<file path="src/sv/dlpt_pkg.sv">
// ----------------------------------------------------------------------------
// dlpt_pkg
// Types and constants shared by the dispatch load pattern tracker.
// ----------------------------------------------------------------------------
package dlpt_pkg;

    localparam int REG_ID_W = 8;
    localparam int ADDR_W   = 64;

    typedef enum logic [1:0] {
        OP_CAND_LOAD   = 2'd0,
        OP_OTHER_LOAD  = 2'd1,
        OP_OR          = 2'd2,
        OP_OFFSET_LOAD = 2'd3
    } t_opcode;

    // One input event as it arrives on the port.
    typedef struct packed {
        logic [1:0]          opcode;
        logic [REG_ID_W-1:0] reg_id;
        logic [ADDR_W-1:0]   instr_address;
        logic [ADDR_W-1:0]   read_address;
    } t_event;

    // One reported load.
    typedef struct packed {
        logic [ADDR_W-1:0] found_read_address;
        logic [ADDR_W-1:0] found_instr_offset;
    } t_result;

    // Classified command handed from the front end to the list engine.
    typedef struct packed {
        t_opcode             opcode;
        logic [REG_ID_W-1:0] reg_id;
        logic [ADDR_W-1:0]   read_address;
        logic [ADDR_W-1:0]   instr_offset;
    } t_cmd;

    // Front end to back end handshake.
    typedef struct packed {
        logic valid;
        t_cmd cmd;
    } t_cmd_chan;

endpackage

</file>
<file path="src/sv/dlpt_front.sv">
// ----------------------------------------------------------------------------
// dlpt_front
// Accepts events, folds the register id, forms the instruction offset and
// queues the resulting command for the list engine.
// ----------------------------------------------------------------------------
module dlpt_front #(
    parameter int REG_ID_COUNT = 256
) (
    input  logic                        i_clk,
    input  logic                        i_rst_n,
    input  logic                        start,
    output logic                        busy,
    input  dlpt_pkg::t_event            i_cmd,
    input  logic                        i_cfg_valid,
    input  logic [dlpt_pkg::ADDR_W-1:0] i_cfg_data,
    input  logic                        i_pop,
    output dlpt_pkg::t_cmd_chan         o_head
);

    localparam int RegW     = (REG_ID_COUNT >= 2**dlpt_pkg::REG_ID_W) ?
                              dlpt_pkg::REG_ID_W : $clog2(REG_ID_COUNT);
    localparam int MapDepth = 2**dlpt_pkg::REG_ID_W;
    localparam int QDepth   = 2;
    localparam int QIdxW    = 1;
    localparam int QCntW    = 2;

    logic [dlpt_pkg::ADDR_W-1:0] r_module_base;
    dlpt_pkg::t_cmd              r_q [QDepth];
    logic [QIdxW-1:0]            r_wr;
    logic [QIdxW-1:0]            r_rd;
    logic [QCntW-1:0]            r_cnt;
    logic [QCntW-1:0]            n_cnt;
    logic [RegW-1:0]             w_reg_map [MapDepth];
    dlpt_pkg::t_cmd              w_new;
    logic                        w_push;

    // Register id folding table, fixed at elaboration.
    for (genvar g = 0; g < MapDepth; g++) begin : g_map
        assign w_reg_map[g] = RegW'(g % REG_ID_COUNT);
    end

    assign busy   = (r_cnt == QCntW'(QDepth));
    assign w_push = start && !busy;

    always_comb begin
        w_new.opcode       = dlpt_pkg::t_opcode'(i_cmd.opcode);
        w_new.reg_id       = dlpt_pkg::REG_ID_W'(w_reg_map[i_cmd.reg_id]);
        w_new.read_address = i_cmd.read_address;
        w_new.instr_offset = i_cmd.instr_address - r_module_base;
    end

    always_comb begin
        n_cnt = r_cnt;
        if (w_push && !i_pop) begin
            n_cnt = r_cnt + QCntW'(1);
        end else if (!w_push && i_pop) begin
            n_cnt = r_cnt - QCntW'(1);
        end
    end

    assign o_head.valid = (r_cnt != '0);
    assign o_head.cmd   = r_q[r_rd];

    always_ff @(posedge i_clk) begin
        if (!i_rst_n) begin
            r_module_base <= '0;
            r_wr          <= '0;
            r_rd          <= '0;
            r_cnt         <= '0;
        end else begin
            if (i_cfg_valid) begin
                r_module_base <= i_cfg_data;
            end
            if (w_push) begin
                r_wr <= r_wr + QIdxW'(1);
            end
            if (i_pop) begin
                r_rd <= r_rd + QIdxW'(1);
            end
            r_cnt <= n_cnt;
        end
    end

    always_ff @(posedge i_clk) begin
        if (w_push) begin
            r_q[r_wr] <= w_new;
        end
    end

endmodule

</file>
<file path="config.mk">
export PLATFORM = sky130hd
export DESIGN_NAME = dlpt_front
export DESIGN_NICKNAME = d
export VERILOG_FILES = /design/src/sv/dlpt_pkg.sv /design/src/sv/dlpt_front.sv
export SDC_FILE = /design/constraint.sdc
export NUM_CORES = 1
export LEC_CHECK = 0
export BUFFER_PORTS_ARGS = -buffer_cell sky130_fd_sc_hd__clkbuf_2
export CAP_MARGIN = 0
export CORE_MARGIN = 3
export CORE_UTILIZATION = 55
export DETAILED_ROUTE_END_ITERATION = 10
export PLACE_DENSITY = 0.8
export SLEW_MARGIN = 20
export SYNTH_ARGS = -nofsm -noshare
export SYNTH_HDL_FRONTEND = slang
export SYNTH_SLANG_ARGS = --single-unit
</file>
<file path="constraint.sdc">
create_clock -name i_clk -period 24.1 [get_ports i_clk]
set_input_delay 4.82 -clock i_clk [delete_from_list [all_inputs] [get_ports i_clk]]
set_output_delay 4.82 -clock i_clk [all_outputs]
set_load 0.005 [all_outputs]
</file>
==> metrics.cfg, run 1 <==
[route]
via_per_inst = 5.54
first_pass_iters = 5
wl_per_cell_microns = 19.2
wirelength_mm = 38.7
antenna_left = 0
drt_iter0_markers = 880
vias = 11200
topRoutingLayerUsed = met4
drc = 0
wl_met3_mm = 3.56
wl_met2_mm = 19.0
wl_met1_mm = 15.4

[critical_path]
cp.arrival_ns = 8.09
end_kind = flop
slowest_stage = o31ai_2
critPathKind = input port to flop
cpLargestDelayFamily = compound AO/OA/AOI/OAI gates
path_cells = clkbuf_2, inv_1, ha_1, inv_1, fa_1, a21oi_1, o21ai_0, o21ai_2, a311oi_1, o21ai_0, a21boi_1, o31ai_2, o21ai_1, a221oi_1, xnor2_1
timing.rr.end = r_q[1][44]$_DFFE_PP_
r2r_start = r_module_base[0]$_SDFFE_PN0P_
cp_max_fo = 6
regToRegSetupSlack_ns = 20.34
crit_buf_inv = 3
cp.required_ns = 24.33
reg2reg_depth = 13
crit_path_max_incr_delay_ns = 0.48
cp-start-kind = input port

[power]
combPwrFrac_pct = 19.1
power.share.sequential_pct = 46.4
p_clk_share_pct = 34.6
ir_worst_vdd_mv = 0.0547
p_leak_uw = 0.00787
swShare_pct = 26.0
p_int_uw = 1200
p_switching_uw = 421
pwr_density_cell_mw_per_mm2 = 82.1

[sta]
worst_pin_slew_ns = 1.11
max_freq_mhz = 127
post-route-period-util_pct = 32.6
min_period_ns = 7.86
slew_violations = 0
setup_viol = 0
fin_setup_tns_ns = 0
final-hold-violation-count = 0
max_slew_margin_pct = 26.2
grt_setup_unrepaired = false
skew_ns = 0.0134

[clocking]
hold_buffers = 0
cts_buffer_depth = 3
cts_num_sinks = 345
cts_root_buf = clkbuf_16
cts_tree = built
post_cts_resized = 0
clk_pin_slew_worst_paths_ns = 0.06
cts.htree.levels = 2
post_cts_buffers = 0
cts_buffers = 37
clk_latency_ns = 0.51

[min_path]
hp-start = r_cnt[1]$_SDFFE_PN0P_
min_delay_worst_endpoint = r_cnt[1]$_SDFFE_PN0P_
hold_class = flop to flop
min_path_cells = 2

[placement]
globalplace.congestion = 0.926
hpwl_mm = 27.7
placed_cell_area_sq_mm = 0.0185
port_buffers = 346

[die]
die_h_microns = 179
coreArea_sq_mm = 0.0291
start_util_pct = 56.6
row_count = 62
die_w_microns = 179
io_pins = 347
die_area_sq_mm = 0.0321

[grt]
track_usage_pct = 23.0
grt_max_degree = 84
antenna_found_initial = 0
grt_pass1_vias = 10900
grt-ovfl-total = 0
grt_first_pass_wirelength_mm = 58.0

[final_layout]
layout.nets = 1873
layout-drive-gt1-share_pct = 34.6
fillerInstances = 2120
finalInstanceArea_sq_mm = 0.0197
area_growth_pct = 19.6
antenna_cells = 0

[run]
max_cap_viol_count = 0

[synth]
ys_warn_count = 0
yosys-top-cells-area = edfxtp_1 50%, mux2_2 9.4%, dfxtp_1 8.4%
syn_area_sq_mm = 0.0165
synth.most_common_cell = edfxtp_1
async_flop_share_pct = 0
ys_seq_elements = 345
yosysSeqAreaShare_pct = 58.7
synth_edf_count = 276
synthFlopType = edfxtp_1
yosysTopAreaCellShare_pct = 50.3
ys_types = 63
synth_area_per_cell_sq_um = 12.9
syn_inst = 1274
synth_top_area_cell = edfxtp_1
synthTopCellsByCount = 276 x edfxtp_1, 138 x mux2_2, 88 x inv_1, 75 x a21oi_1, 69 x dfxtp_1
syn_nets = 1546

[status]
status = complete, no violations

[through the flow]
stage,utilization [%],setup slack [ns],power [uW],cells,hold slack (ns)
finish,67.7,16.24,1620,2013,0.505
global route,67.7,16.07,1690,2013,0.529
CTS,67.7,16.22,1630,2013,0.510
detailed placement,63.6,15.81,1070,1946,0.500
global placement,63.6,15.97,1060,1946,0.490
floorplan,-,12.81,954,1274,0.473
[kinds of logic after synthesis]
logic type,Yosys count,share of synthesized area (%)
compound gates,213,8.57
xor+xnor,66,3.51
fa+ha+maj,65,4.98
buf+inv,151,3.53
flops,345,58.7
mux,202,13.3
simple gates,232,7.40
[sequential cells by signal (all words and copies together), names as in the netlist, named ones only]
register,flops
r_q,276
r_cnt,2
r_module_base,64
r_wr,1
r_rd,1
[worst max-delay path by stage]
stage,from,end,slack (ns),cells after the start
6_report,i_cmd[64],r_q[1][44]$_DFFE_PP_,16.24,15
5_1_grt,i_cmd[64],r_q[1][44]$_DFFE_PP_,16.07,15
4_1_cts,flop,o_head[100],16.22,3
3_5_place_dp,i_cmd[64],r_q[0][44]$_DFFE_PP_,15.81,15
3_3_place_gp,i_cmd[64],r_q[0][44]$_DFFE_PP_,15.97,15
2_1_floorplan,start,r_q[0][0]$_DFFE_PP_,12.81,2
[layout by cell type (no fill, tap or decap), types with 3 or more instances in the layout]
cell          n
a221oi_1      3
a21oi_1      75
or2_2         4
clkbuf_2    344
nor3_1        8
nor2_1       38
nand2_1      52
bufinv_16     3
a21o_1       19
xor2_1       24
mux2_2      138
nor2b_1      67
inv_1        88
nand2b_1      9
clkinv_1      5
o31ai_1       3
a211oi_1      8
ha_1         64
o21a_1        9
clkbuf_16    39
xnor2_1      42
clkinvlp_4    3
a31oi_1       6
buf_4         7
nand4_1      24
edfxtp_1    276
o211ai_1      5
clkbuf_1      9
o21ai_1       3
o21ai_0      37
nand3_1       9
o21bai_1     20
or3_1         4
clkinv_2      5
and2_1        6
mux2i_1      64
dfxtp_1      68
[power groups by stage]
stage / Combinational, uW / Clock [uW] / Sequential, uW
global placement: 299 / 0 / 758
floorplan: 194 / 0 / 760
global route: 337 / 595 / 756
CTS: 310 / 571 / 751
detailed placement: 306 / 0 / 763
finish: 309 / 560 / 750
[worst register-to-register path: stages, from the launching register on]
cell,delay [ns]
dfxtp_1,0.33
ha_1,0.18
inv_1,0.06
fa_1,0.43
a21oi_1,0.20
o21ai_0,0.18
o21ai_2,0.35
a311oi_1,0.19
o21ai_0,0.25
a21boi_1,0.13
o31ai_2,0.48
o21ai_1,0.20
a221oi_1,0.35
xnor2_1,0.14
[final cells by class]
type,count,area [sq um],share of cell area [%]
inverter,88,330,1.68
timing repair buffer,351,1770,9.00
multi-input combinational,778,6240,31.7
clock inverter,17,173,0.876
sequential,345,9670,49.1
tap,384,480,2.44
clock buffer,50,1040,5.26
[layer usage]
metal,track usage [%],up-vias
met2,40.1,431
met1,28.6,5354
met4,5.97,0
li1,-,5307
met3,5.95,61
met5,0,-
(Power assumes the default switching activity.)
==> run 2, diff against run 1 <==
--- a/config.mk
+++ b/config.mk
@@ -5,12 +5,13 @@
 export SDC_FILE = /design/constraint.sdc
 export NUM_CORES = 1
 export LEC_CHECK = 0
+export ABC_AREA = 1
 export BUFFER_PORTS_ARGS = -buffer_cell sky130_fd_sc_hd__clkbuf_2
 export CAP_MARGIN = 0
 export CORE_MARGIN = 3
 export CORE_UTILIZATION = 55
 export DETAILED_ROUTE_END_ITERATION = 10
-export PLACE_DENSITY = 0.8
+export PLACE_DENSITY = 0.79
 export SLEW_MARGIN = 20
 export SYNTH_ARGS = -nofsm -noshare
 export SYNTH_HDL_FRONTEND = slang
==> constraint.sdc (replaced) <==
create_clock -name i_clk -period 8 [get_ports i_clk]
set_input_delay 1.6 -clock i_clk [delete_from_list [all_inputs] [get_ports i_clk]]
set_output_delay 1.6 -clock i_clk [all_outputs]
set_load 0.005 [all_outputs]
==> metrics.cfg, run 2 <==
[synth]
ys_seq_elements = 345
yosysSeqAreaShare_pct = 53.2
syn_inst = 2015
syn_nets = 2287
ys_warn_count = 0
ys_types = 28
synth.most_common_cell = nand2_1
syn_area_sq_mm = 0.0182
async_flop_share_pct = 0
yosysTopAreaCellShare_pct = 45.6
synthFlopType = edfxtp_1
synth_top_area_cell = edfxtp_1
synthTopCellsByCount = 603 x nand2_1, 387 x inv_1, 276 x edfxtp_1, 138 x mux2_2, 112 x nor2_1
synth_edf_count = 276
synth_area_per_cell_sq_um = 9.02
yosys-top-cells-area = edfxtp_1 46%, nand2_1 12%, mux2_2 8.6%

[grt]
grt_pass1_vias = 13800
grt_first_pass_wirelength_mm = 72.7
grt_max_degree = 98
grt-ovfl-total = 0
track_usage_pct = 26.1
antenna_found_initial = 0

[final_layout]
antenna_cells = 0
final_cell_mix = 603 x nand2_1, 387 x inv_1, 347 x clkbuf_2
fillerInstances = 2630
register_area_sq_mm = 0.00967
finalInstanceArea_sq_mm = 0.0215
multi_input_area_sq_mm = 0.00690
layout.nets = 2643
reg_top3 = r_q x276, r_module_base x64, r_cnt x2
largest-register = r_q
area_growth_pct = 18.5
finalNonFillerCells = 2830
largest_register_ffs = 276
layout-drive-gt1-share_pct = 23.6
layout_commonest_cell = nand2_1

[critical_path]
reg2reg_depth = 9
timing.rr.end = r_q[0][27]$_DFFE_PP_
cp-start-kind = flop
regToRegSetupSlack_ns = 5.51
critPathKind = flop to primary output
r2r_start = r_module_base[10]$_SDFFE_PN0P_
cp.required_ns = 6.40
cp.arrival_ns = 2.96
end_kind = primary output
cp_max_fo = 83

[route]
wirelength_mm = 47.0
vias = 14300
drc = 0
via_per_inst = 5.07
first_pass_iters = 6
wl_per_cell_microns = 16.6
drt_iter0_markers = 1148
antenna_left = 0

[die]
die_h_microns = 188
coreArea_sq_mm = 0.0320
die_area_sq_mm = 0.0353
row_count = 65
die_w_microns = 188
io_pins = 347
start_util_pct = 56.7

[clocking]
cts_root_buf = clkbuf_16
post_cts_buffers = 0
cts_num_sinks = 345
cts_buffer_depth = 3
cts_tree = built
clk_pin_slew_worst_paths_ns = 0.06
clk_latency_ns = 0.53
post_cts_resized = 0
cts.htree.levels = 2
cts_buffers = 36
hold_buffers = 0

[sta]
skew_ns = 0.0240
min_period_ns = 4.56
worst_pin_slew_ns = 1.07
max_slew_margin_pct = 28.9
grt_setup_unrepaired = false
setup_viol = 0
fin_setup_tns_ns = 0
hold_ws_ns = 0.463
max_freq_mhz = 219
final-hold-violation-count = 0
post-route-period-util_pct = 57.0
setup_ws_ns = 3.44
slew_violations = 0

[placement]
port_buffers = 346
dp.cells = 2766
pre_cts_ws_ns = 4.05
hpwl_mm = 36.9
globalplace.congestion = 0.958
placed_cell_area_sq_mm = 0.0204

[run]
max_cap_viol_count = 0

[min_path]
hp-start = r_module_base[21]$_SDFFE_PN0P_
hold_class = flop to flop
min_delay_worst_endpoint = r_module_base[21]$_SDFFE_PN0P_
min_path_cells = 2

[power]
pwr_density_cell_mw_per_mm2 = 223
ir_worst_vdd_mv = 0.141
p_leak_uw = 0.0103

[status]
status = complete, no violations

run 2: metrics by stage:
step           util (%)  total power, uW
2_1_floorplan         -             2860
3_3_place_gp       63.5             3210
3_5_place_dp       63.5             3250
4_1_cts            67.1             4830
5_1_grt            67.2             5040
6_report           67.2             4810
run 2: final cells by class:
cell class                      count  area share [%]
Sequential cell                   345            44.9
Multi-Input combinational cell   1243            32.0
Timing Repair Buffer              354            8.47
Inverter                          391            6.82
Clock buffer                       51            4.69
Tap cell                          435            2.53
Clock inverter                     11           0.529
run 2: how the worst max path moves through the flow:
stage | startpoint | endpoint | slack, ns | cells after the start
floorplan | start | r_q[1][0]$_DFFE_PP_ | 2.17 | 2
global placement | flop | o_head[59] | 4.15 | 3
detailed placement | flop | o_head[58] | 4.05 | 3
CTS | flop | o_head[58] | 3.45 | 3
global route | flop | o_head[58] | 3.28 | 3
finish | flop | o_head[58] | 3.44 | 3
run 2: critical path, stage by stage (launching register included):
cell      delay, ns
dfxtp_4        0.80
buf_4          0.87
mux2_2         0.43
clkbuf_2       0.13
run 2: kinds of logic (layout without fill, tap and decap cells):
logic type | Yosys count | in the layout | synth area share [%]
simple gates | 822 | 822 | 18.1
buf+inv | 427 | 807 | 8.92
flops | 345 | 345 | 53.2
compound gates | 186 | 186 | 5.15
mux | 138 | 138 | 8.55
fa+ha+maj | 65 | 65 | 4.52
xor+xnor | 32 | 32 | 1.54
run 2: routing by layer:
metal	share of wire (%)	vias up	track usage [%]
li1	-	7184	-
met1	44	6506	36.7
met2	46	571	43.1
met3	7.7	78	3.65
met4	2.5	0	6.32
met5	0	-	0
run 2: power breakdown:
part | leakage [uW] | internal, uW | switching [uW]
Combinational | 0.00662 | 375 | 630
Sequential | 0.00315 | 2170 | 58.5
Clock | 0.000548 | 920 | 656
==> run 3, diff against run 2 <==
==> constraint.sdc (replaced) <==
create_clock -name i_clk -period 4.5 [get_ports i_clk]
set_input_delay 0.9 -clock i_clk [delete_from_list [all_inputs] [get_ports i_clk]]
set_output_delay 0.9 -clock i_clk [all_outputs]
set_load 0.005 [all_outputs]
==> metrics.cfg, run 3 (same netlist as run 2, synthesis figures left out) <==
[status]
status = complete, no violations

[critical_path]
cp.arrival_ns = 2.22
cp-start-kind = flop
cp.required_ns = 3.60
cp_max_fo = 129
end_kind = primary output
critPathKind = flop to primary output

[grt]
grt_max_degree = 130
grt_util_met2_pct = 42.5
use_met1_pct = 37.0
antenna_found_initial = 0
use_met3_pct = 3.83
top_usage_layer = met2
grt-ovfl-total = 0
track_usage_pct = 26.2
grt_first_pass_wirelength_mm = 73.7
grt_pass1_vias = 13900

[sta]
max_slew_margin_pct = 34.4
slew_violations = 0
final-hold-violation-count = 0
fin_setup_tns_ns = 0
setup_viol = 0
max_freq_mhz = 321
post-route-period-util_pct = 69.3
min_period_ns = 3.12
worst_pin_slew_ns = 0.984
grt_setup_unrepaired = false
hold_ws_ns = 0.459
skew_ns = 0.0134

[final_layout]
layout.nets = 2646
reg_top3 = r_q x276, r_module_base x64, r_cnt x2
final_core_util_pct = 67.8
finalNonFillerCells = 2836
finalInstanceArea_sq_mm = 0.0217
final_cell_mix = 603 x nand2_1, 387 x inv_1, 347 x clkbuf_2
layout_commonest_cell = nand2_1
register_area_sq_mm = 0.00967
multi_input_area_sq_mm = 0.00690
largest-register = r_q
fillerInstances = 2637
largest_register_ffs = 276
antenna_cells = 0
area_growth_pct = 19.5
layout-drive-gt1-share_pct = 24.0

[route]
drt_iter0_markers = 950
via_per_inst = 5.06
wl_per_cell_microns = 16.5
antenna_left = 0
drc = 0
first_pass_iters = 5
vias = 14400
wirelength_mm = 46.9

[placement]
globalplace.congestion = 0.954
placed_cell_area_sq_mm = 0.0205
dp.cells = 2770
hpwl_mm = 36.4
port_buffers = 346

[clocking]
cts_buffer_depth = 3
hold_buffers = 0
cts_root_buf = clkbuf_16
cts_tree = built
clk_pin_slew_worst_paths_ns = 0.06
cts_num_sinks = 345
cts_buffers = 37
post_cts_resized = 0
cts.htree.levels = 2
clk_latency_ns = 0.53
post_cts_buffers = 0

[die]
die_area_sq_mm = 0.0353
start_util_pct = 56.7
die_h_microns = 188
coreArea_sq_mm = 0.0320
die_w_microns = 188
io_pins = 347
row_count = 65

[power]
p_leak_uw = 0.0104
ir_worst_vdd_mv = 0.254
pwr_density_cell_mw_per_mm2 = 408

[min_path]
hold_class = flop to flop

[run]
max_cap_viol_count = 0

[run 3: cell count changes in the layout (fill, tap and decap cells not counted), sizes merged]
cell	before	now
clkinv	7	14
clkbuf	397	391
bufinv	1	4
buf	8	10
[run 3: layout make-up]
class / instances / area share [%]
sequential: 345 / 44.5
multi-input combinational: 1243 / 31.8
timing repair buffer: 356 / 8.60
inverter: 391 / 6.76
clock buffer: 45 / 4.75
tap: 435 / 2.51
clock inverter: 21 / 1.11
[run 3: final timing paths]
kind | startpoint | end | slack [ns] | depth (start not counted)
worst max register to register | r_module_base[8]$_SDFFE_PN0P_ | r_q[1][58]$_DFFE_PP_ | 1.97 | 11
worst min register to register | r_module_base[43]$_SDFFE_PN0P_ | r_module_base[43]$_SDFFE_PN0P_ | 0.46 | 2
worst min-delay path | r_module_base[43]$_SDFFE_PN0P_ | r_module_base[43]$_SDFFE_PN0P_ | 0.46 | 2
worst max-delay path | flop | o_head[60] | 1.38 | 3
[run 3: critical path, stage by stage (launching register included)]
cell and delay (ns):
dfxtp_4 0.45, buf_12 0.48, mux2_2 0.43, clkbuf_2 0.12
[run 3: report_power, final]
group,switching (uW),internal (uW),total (uW)
sequential,69.5,3850,3920
combinational,1160,673,1830
clock,1240,1880,3120
[run 3: through the flow]
stage	power [uW]	worst slack (ns)
2_1_floorplan	5090	-0.629
3_3_place_gp	5730	1.47
3_5_place_dp	5780	1.43
4_1_cts	8910	1.39
5_1_grt	9270	1.31
6_report	8870	1.38
[run 3: layer usage]
metal | vias up | part of all wire, %
li1 | 7202 | -
met1 | 6561 | 45
met2 | 519 | 45
met3 | 75 | 6.8
met4 | 0 | 2.6
met5 | - | 0
